`src/sms_pkg.sv`:
```
`timescale 1ns / 1ps
// Shared types and constants of the stable merge sorter.
package sms_pkg;

	localparam int MaxItems  = 64;
	localparam int KeyBits   = 32;
	localparam int AddrBits  = $clog2(MaxItems);
	localparam int CountBits = AddrBits + 1;
	localparam int EntryBits = 64;

	// Configuration register indexes.
	localparam logic CfgDescending = 1'b0;
	localparam logic CfgSignedKeys = 1'b1;

	typedef enum logic [2:0] {
		ST_LOAD,
		ST_FETCH,
		ST_LATCH,
		ST_SWEEP,
		ST_PLACE,
		ST_EMIT_RD,
		ST_EMIT_LOAD,
		ST_EMIT_HOLD
	} state_t;

	typedef struct packed {
		logic load_en;
		logic fetch;
		logic latch;
		logic sweep;
		logic place;
		logic emit_load;
		logic emit_hold;
	} cmd_t;

	typedef struct packed {
		logic final_acc;
		logic sweep_done;
		logic last_place;
		logic out_acc;
		logic out_last;
	} status_t;

endpackage

```
`src/sms_ctrl.sv`:
```
`timescale 1ns / 1ps
// Controller state machine: load, rank each item, place it, then emit.
module sms_ctrl (
	input  logic             clk,
	input  logic             arst_n,
	input  sms_pkg::status_t status,
	output sms_pkg::cmd_t    cmd
);
	sms_pkg::state_t state_q, state_d;

	// Next state.
	always_comb begin
		state_d = state_q;
		case (state_q)
			sms_pkg::ST_LOAD: begin
				if (status.final_acc) state_d = sms_pkg::ST_FETCH;
			end
			sms_pkg::ST_FETCH: state_d = sms_pkg::ST_LATCH;
			sms_pkg::ST_LATCH: state_d = sms_pkg::ST_SWEEP;
			sms_pkg::ST_SWEEP: begin
				if (status.sweep_done) state_d = sms_pkg::ST_PLACE;
			end
			sms_pkg::ST_PLACE: begin
				state_d = status.last_place ? sms_pkg::ST_EMIT_RD : sms_pkg::ST_FETCH;
			end
			sms_pkg::ST_EMIT_RD: state_d = sms_pkg::ST_EMIT_LOAD;
			sms_pkg::ST_EMIT_LOAD: state_d = sms_pkg::ST_EMIT_HOLD;
			sms_pkg::ST_EMIT_HOLD: begin
				if (status.out_acc) begin
					state_d = status.out_last ? sms_pkg::ST_LOAD : sms_pkg::ST_EMIT_RD;
				end
			end
			default: state_d = sms_pkg::ST_LOAD;
		endcase
	end

	// Commands to the datapath.
	always_comb begin
		cmd = '0;
		case (state_q)
			sms_pkg::ST_LOAD:      cmd.load_en = 1'b1;
			sms_pkg::ST_FETCH:     cmd.fetch = 1'b1;
			sms_pkg::ST_LATCH:     cmd.latch = 1'b1;
			sms_pkg::ST_SWEEP:     cmd.sweep = 1'b1;
			sms_pkg::ST_PLACE:     cmd.place = 1'b1;
			sms_pkg::ST_EMIT_LOAD: cmd.emit_load = 1'b1;
			sms_pkg::ST_EMIT_HOLD: cmd.emit_hold = 1'b1;
			default:               cmd = '0;
		endcase
	end

	always_ff @(posedge clk or negedge arst_n) begin
		if (!arst_n) begin
			state_q <= sms_pkg::ST_LOAD;
		end else begin
			state_q <= state_d;
		end
	end
endmodule

```
`config.mk`:
```
export PLATFORM = sky130hd
export DESIGN_NAME = sms_ctrl
export DESIGN_NICKNAME = d
export VERILOG_FILES = /design/src/sms_pkg.sv /design/src/sms_ctrl.sv
export SDC_FILE = /design/constraint.sdc
export NUM_CORES = 1
export LEC_CHECK = 0
export ABC_AREA = 1
export ABC_CLOCK_PERIOD_IN_PS = 1400
export BUFFER_PORTS_ARGS = -buffer_cell sky130_fd_sc_hd__buf_2
export CORE_AREA = 4 4 41 43
export DETAILED_ROUTE_END_ITERATION = 10
export DIE_AREA = 0 0 45 47
export PLACE_DENSITY_LB_ADDON = 0.08
export SYNTH_ARGS = -nofsm -noshare
export SYNTH_HDL_FRONTEND = slang
export SYNTH_SLANG_ARGS = --single-unit
```
`constraint.sdc`:
```
create_clock -name clk -period 1.4 [get_ports clk]
set_input_delay 0.14 -clock clk [delete_from_list [all_inputs] [get_ports clk]]
set_output_delay 0.14 -clock clk [all_outputs]
set_load 0.05 [all_outputs]
```
-- Yosys cells after proc, flatten, opt, wreduce, memory -nomap -nowiden
Cells that the tools add are included.
- word-level logic and storage cells: 26
- output and inout port bits: 7
- input port bits: 7
- register bits after elaboration: 3
- eq/ne operators: 10
- reductions and logical operators: 2
- muxes and demuxes: 13
- operator list (operator ; number):
    one-hot mux 3 bit (8 select lines) ; 1
    two-way mux 3 bit ; 5
    equality test 3 bit, second input constant ; 4
    two-way mux 1 bit ; 7
    equality test 3 x 2 -> 1 bit, second input constant ; 2
    inequality test 2 bit, second input constant ; 3
    equality test 3 x 1 -> 1 bit, second input constant ; 1
    zero test 3 bit ; 1
    AND reduction 3 bit ; 1

-- Logic depth before layout (Yosys ltp)
Gate-level depths: netlist of run 1.
- depth in word-level cells: 3
- depth in mapped cells: 7

-- Least setup slack after synthesis of run 1
OpenSTA, ideal clock, no wires.
- path kind: register to output
- start point: register state_q[2]
- end point: output port cmd[5] (netlist name)
- path slack: -0.255 ns
- data arrival time: 1.515 ns
- stages on the path, launching flop included: 2
- buffers on the path: 0
- path through: dfrtp_1 > nor3_1
- RTL lines (item ; RTL line ; text):
    start, declared ; sms_ctrl.sv:9 ; sms_pkg::state_t state_q, state_d;
    start signal, assigned ; sms_ctrl.sv:54 ; state_q <= sms_pkg::ST_LOAD;
    start signal, assigned ; sms_ctrl.sv:56 ; state_q <= state_d;
    end, declared ; sms_ctrl.sv:7 ; output sms_pkg::cmd_t cmd

==> impl_metrics.toml, run 1 <==
[cts]
clk_pin_slew_ns = 0.04
htreeDepth = 1
clk_latency_ns = 0.23
clock_sinks = 3
clock_path_buffers = 2
tritoncts = "done"
cts_setup_buffers = 0
cts_root_buffer = "clkbuf_4"
cts-buffers-inserted = 3

[routing]
vias = 275
drtIter0Drc = 0
drc = 0
viasPerCell = 3.87
ant_nets = 0
dr.pass1.iters = 1
wl_per_cell_um = 9.28
wl_um = 659

[synthesis]
synth.distinct_cells = 14
netlist_top_cells_area = "dfrtp_1 33%, inv_1 13%, nor2_1 13%, nand2_1 9.8%, nand2_2 5.4%"
syn_avg_cell_area_um2 = 6.06
syn_nets = 45
ys_ff_latch = 3
synth_warnings = 0
netlist_area_um2 = 230
yosysTopAreaCell = "dfrtp_1"
ys_seq_area_share_pct = 32.6
syn_inst = 38
synth_top_area_share_pct = 32.6

[finish]
top_register = "state_q"
layout.nets = 64
top_regs = "state_q: 3 flops"
n_antenna_cell = 0
largest_reg_flops = 3
syn2layout_area_growth_pct = 66.3
fin_area_um2 = 383
drive_above_1_share_pct = 46.4

[sta]
rsz0062_at_grt = "no"
hold_viol_final = 0
worst_slew_pin_slew_ns = 0.251
maxSlewHeadroom_pct = 83.4
finalCriticalPeriod_ns = 1.31
finalSetupViolCount = 0
fmax_mhz = 763
period_share_pct = 93.6
drv_slew = 0
whs_ns = 0.230
finalClockSkew_ns = 0.0000452

[grt]
gr-usage-all-layers_pct = 6.89
gr-total-overflow = 0
grt_max_degree = 7
antenna_found_initial = 0
grt_pass1_vias = 258
grt_first_pass_wirelength_um = 993

[hold_path]
hold_path_class = "input pin to async pin"

[worst_setup_path]
cp_cell_sequence = "nor2_4 > inv_1 > nor2_1 > buf_4"
crit_family = "flip-flops"
end_kind = "output port"
slowest_stage = "dfrtp_2"
critPathMaxFanout = 5
slowest_delay_ns = 0.44
critical_path.startpoint_type = "flip-flop"
critPathArrivalTime_ns = 1.17
path_buf_inv = 2
critPathRequiredTime_ns = 1.26
path_class = "flip-flop to output port"

[floorplan]
num_rows = 13
die_w_um = 45
dieArea_um2 = 2120
start_util_pct = 17.7
io-pin-count = 14
coreArea_um2 = 1300
die_h_um = 47

[outcome]
status = "finished, final reports clean"

[power]
peakVddDrop_uv = 660
leakagePower_nw = 0.224
p_per_area_nw_per_um2 = 2900

[placement]
placed_cell_area_um2 = 322
gp_congestion = 0.687
dp_hpwl_um = 537
io_buffers = 13

[job]
maxCapViolCount = 0
per-stage QoR:
step                      setup TNS, ns  setup slack (ns)  total power [mW]  cells  util [%]
after CTS                             0            0.0238              1.08     71      28.1
after detailed placement              0             0.160             0.899     66      24.7
after global routing                  0           0.00397              1.21     71      29.4
final                                 0            0.0894              1.11     71      29.4
after global placement                0             0.189             0.914     66      24.7
after floorplan                  -0.117           -0.0584             0.744     38         -
synthesized netlist by cell type:
| cell type | count |
|---|---|
| a21oi_1 | 1 |
| clkinv_1 | 1 |
| dfrtp_1 | 3 |
| inv_1 | 8 |
| inv_2 | 1 |
| nand2_1 | 6 |
| nand2_2 | 2 |
| nand3_1 | 2 |
| nand4_1 | 1 |
| nor2_1 | 8 |
| nor3_1 | 1 |
| o21a_1 | 1 |
| o21ai_0 | 2 |
| o21ai_2 | 1 |
where the power goes:
group	leakage (nW)	total, mW	internal, mW	switching, mW
combinational	0.177	0.735	0.216	0.519
clock	0.0150	0.151	0.107	0.0444
sequential	0.0326	0.222	0.140	0.0827
worst paths after layout:
| path | start | endpoint | slack, ns | cells past startpoint |
|---|---|---|---|---|
| min reg2reg | state_q[0]$_DFFE_PN0P_ | state_q[2]$_DFFE_PN0P_ | 0.70 | 2 |
| max in group asynchronous | arst_n | state_q[2]$_DFFE_PN0P_ | 1.05 | 2 |
| max reg2reg | state_q[1]$_DFFE_PN0P_ | state_q[1]$_DFFE_PN0P_ | 0.34 | 5 |
| min | arst_n | state_q[0]$_DFFE_PN0P_ | 0.23 | 2 |
| min in group clk | status[1] | state_q[2]$_DFFE_PN0P_ | 0.23 | 4 |
| max | state_q[1]$_DFFE_PN0P_ | cmd[2] | 0.09 | 4 |
cell usage in the layout, fill, tap and decap left out, types with 4 or more instances in the layout:
cell type,n
buf_2,7
buf_4,4
clkbuf_4,5
inv_1,8
nand2_1,6
nor2_1,6
layout make-up:
type / count / area, um2
tap: 15 / 18.8
timing repair buffer: 14 / 90.1
multi-input combinational: 25 / 133
clock buffer: 4 / 26.3
sequential: 3 / 77.6
inverter: 10 / 37.5
fill: 160 / 918
kinds of logic (layout without fill, tap and decap cells):
| family | after synthesis | count (layout) | synth area share, % |
|---|---|---|---|
| simple gates | 20 | 20 | 37.5 |
| compound gates | 5 | 5 | 13.6 |
| buf+inv | 10 | 28 | 16.3 |
| flops | 3 | 3 | 32.6 |
metal layers:
metal	share of wire, %	up-vias	track usage, %	routed length, um
li1	-	149	-	-
met1	41	116	8.24	273
met2	49	10	10.2	324
met4	0	0	7.02	0
met5	0	-	0	0
met3	9.3	0	1.15	61
worst register-to-register path, cell delays in order (launching register included):
cell	delay (ns)
dfrtp_2	0.44
nand2_2	0.11
inv_2	0.05
nand2_2	0.07
o21a_1	0.14
o21ai_0	0.11
repair_timing:
action,4_1_cts,5_1_grt
endpoints found under the hold margin,3,0
setup endpoints to repair,2,6
gates cloned,0,0
resized for setup,3,10
hold buffers,1,0
pin swaps,0,0
(Power assumes the default switching activity.)
==> run 2: changes to the inputs <==
--- a/config.mk
+++ b/config.mk
@@ -9,8 +9,8 @@
 export ABC_CLOCK_PERIOD_IN_PS = 1400
 export BUFFER_PORTS_ARGS = -buffer_cell sky130_fd_sc_hd__buf_2
-export CORE_AREA = 4 4 41 43
+export CORE_AREA = 2 2 39 41
 export DETAILED_ROUTE_END_ITERATION = 10
-export DIE_AREA = 0 0 45 47
-export PLACE_DENSITY_LB_ADDON = 0.08
+export DIE_AREA = 0 0 41 43
+export PLACE_DENSITY = 0.43
 export SYNTH_ARGS = -nofsm -noshare
 export SYNTH_HDL_FRONTEND = slang
==> constraint.sdc (replaced) <==
create_clock -name clk -period 1.4 [get_ports clk]
set_input_delay 0.28 -clock clk [delete_from_list [all_inputs] [get_ports clk]]
set_output_delay 0.28 -clock clk [all_outputs]
set_load 0.05 [all_outputs]
==> impl_metrics.toml, run 2 (same netlist as run 1, synthesis figures left out) <==
[power]
finalPower_mw = 1.37
peakVddDrop_uv = 1130
seqPwrFrac_pct = 18.1
leakagePower_nw = 0.256
power_switching_uw = 740
clkPwrFrac_pct = 11.8
switching_share_pct = 54.1
p_per_area_nw_per_um2 = 2870
internal_power_uw = 627
combPwrFrac_pct = 70.1

[routing]
vias = 297
drtIter0Drc = 3
viasPerCell = 3.91
ant_nets = 0
wl_per_cell_um = 7.97
wl_um = 606
drc = 0
dr.pass1.iters = 2

[floorplan]
dieArea_um2 = 1760
num_rows = 14
die_h_um = 43
io-pin-count = 14
start_util_pct = 16.6
die_w_um = 41
coreArea_um2 = 1380

[finish]
n_antenna_cell = 0
drive_above_1_share_pct = 65.0
top_register = "state_q"
fin_area_um2 = 475
finish.utilization_pct = 34.4
fill_cells = 171
largest_reg_flops = 3
top_regs = "state_q: 3 flops"
layout.nets = 68
final_cells = 76
syn2layout_area_growth_pct = 107
final_cell_mix = "6 x buf_2, 6 x buf_6, 5 x nor2_2, 5 x inv_1, 5 x nand2_1"

[worst_setup_path]
path_class = "flip-flop to output port"
end_kind = "output port"
critPathRequiredTime_ns = 1.12
critPathArrivalTime_ns = 1.14
critical_path.startpoint_type = "flip-flop"
timing.rr.start = "state_q[1]$_DFFE_PN0P_"
critPathMaxFanout = 5
reg2reg_slack_ns = 0.11
crit_start = "state_q[1]$_DFFE_PN0P_"

[outcome]
violations = "setup timing"
status = "finished, violations left"

[placement]
io_buffers = 13
dp_hpwl_um = 467
placed_cell_area_um2 = 335
dp_slack_ns = 0.118
gp_congestion = 0.690
dp_cells = 68

[sta]
finalSetupViolCount = 4
whs_ns = 0.352
rsz0062_at_grt = "yes"
drv_slew = 0
maxSlewHeadroom_pct = 88.8
hold_viol_final = 0
finalWorstSetupSlack_ns = -0.0173
period_share_pct = 101
fmax_mhz = 706
finalCriticalPeriod_ns = 1.42
worst_slew_pin_slew_ns = 0.168
setup-tns-final_ns = -0.0462
finalClockSkew_ns = 0.00212

[grt]
gr-max-usage-layer = "met2"
met3_usage_pct = 4.71
gr-total-overflow = 0
grt_pass1_vias = 288
antenna_found_initial = 0
use_met2_pct = 13.8
gr-usage-all-layers_pct = 10.0
grt_first_pass_wirelength_um = 1100
met1_usage_pct = 10.3
grt_max_degree = 7

[cts]
clk_latency_ns = 0.24
clock_path_buffers = 2
clock_sinks = 3
tritoncts = "done"
clk_pin_slew_ns = 0.04
cts_root_buffer = "clkbuf_4"
cts-buffers-inserted = 3
htreeDepth = 1

[hold_path]
hold_path_class = "input pin to flip-flop"
min_from = "status[1]"

[job]
maxCapViolCount = 0
==> run 2: cell count changes in the layout (fill, tap and decap cells not counted), sizes merged <==
cell	delta
buf	+6
clkbuf	-2
==> run 2: repair_timing <==
item,4_1_cts,5_1_grt
buffers inserted,2,1
setup endpoints to repair,7,7
endpoints found under the hold margin,3,0
resized for setup,23,8
hold buffers,1,0
gates cloned,0,0
pin swaps,3,5
==> run 2: worst paths after layout <==
path | end | depth (start not counted)
max | cmd[6] | 4
min | state_q[2]$_DFFE_PN0P_ | 4
max reg2reg | state_q[2]$_DFFE_PN0P_ | 9
min reg2reg | state_q[1]$_DFFE_PN0P_ | 3
max in group asynchronous | state_q[1]$_DFFE_PN0P_ | 2
min in group asynchronous | state_q[0]$_DFFE_PN0P_ | 2
==> run 2: power by group through the flow <==
stage               Combinational (mW)  Sequential (mW)  Clock, mW
floorplan                        0.568            0.191          0
CTS                              0.876            0.231      0.166
finish                           0.957            0.248      0.161
detailed placement               0.710            0.202          0
global placement                 0.723            0.201          0
global route                      1.04            0.258      0.179
==> run 2: area by class of cell <==
type	count	area [um2]	area share, %
sequential	3	78.8	16.6
timing repair buffer	18	153	32.1
inverter	10	42.5	8.95
multi-input combinational	25	155	32.6
clock buffer	4	26.3	5.53
tap	16	20.0	4.21
==> run 2: worst max-delay path, stage by stage, from the launching register on <==
cell and delay [ns]:
dfrtp_2 0.46, nor2_4 0.14, inv_2 0.05, nor2_2 0.08
buf_6 0.16
==> run 2: per-layer routing <==
| metal | wire length (um) | up-vias |
|---|---|---|
| met3 | 43 | 2 |
| met2 | 292 | 10 |
| li1 | - | 159 |
| met1 | 249 | 126 |
| met5 | 0 | - |
| met4 | 21 | 0 |
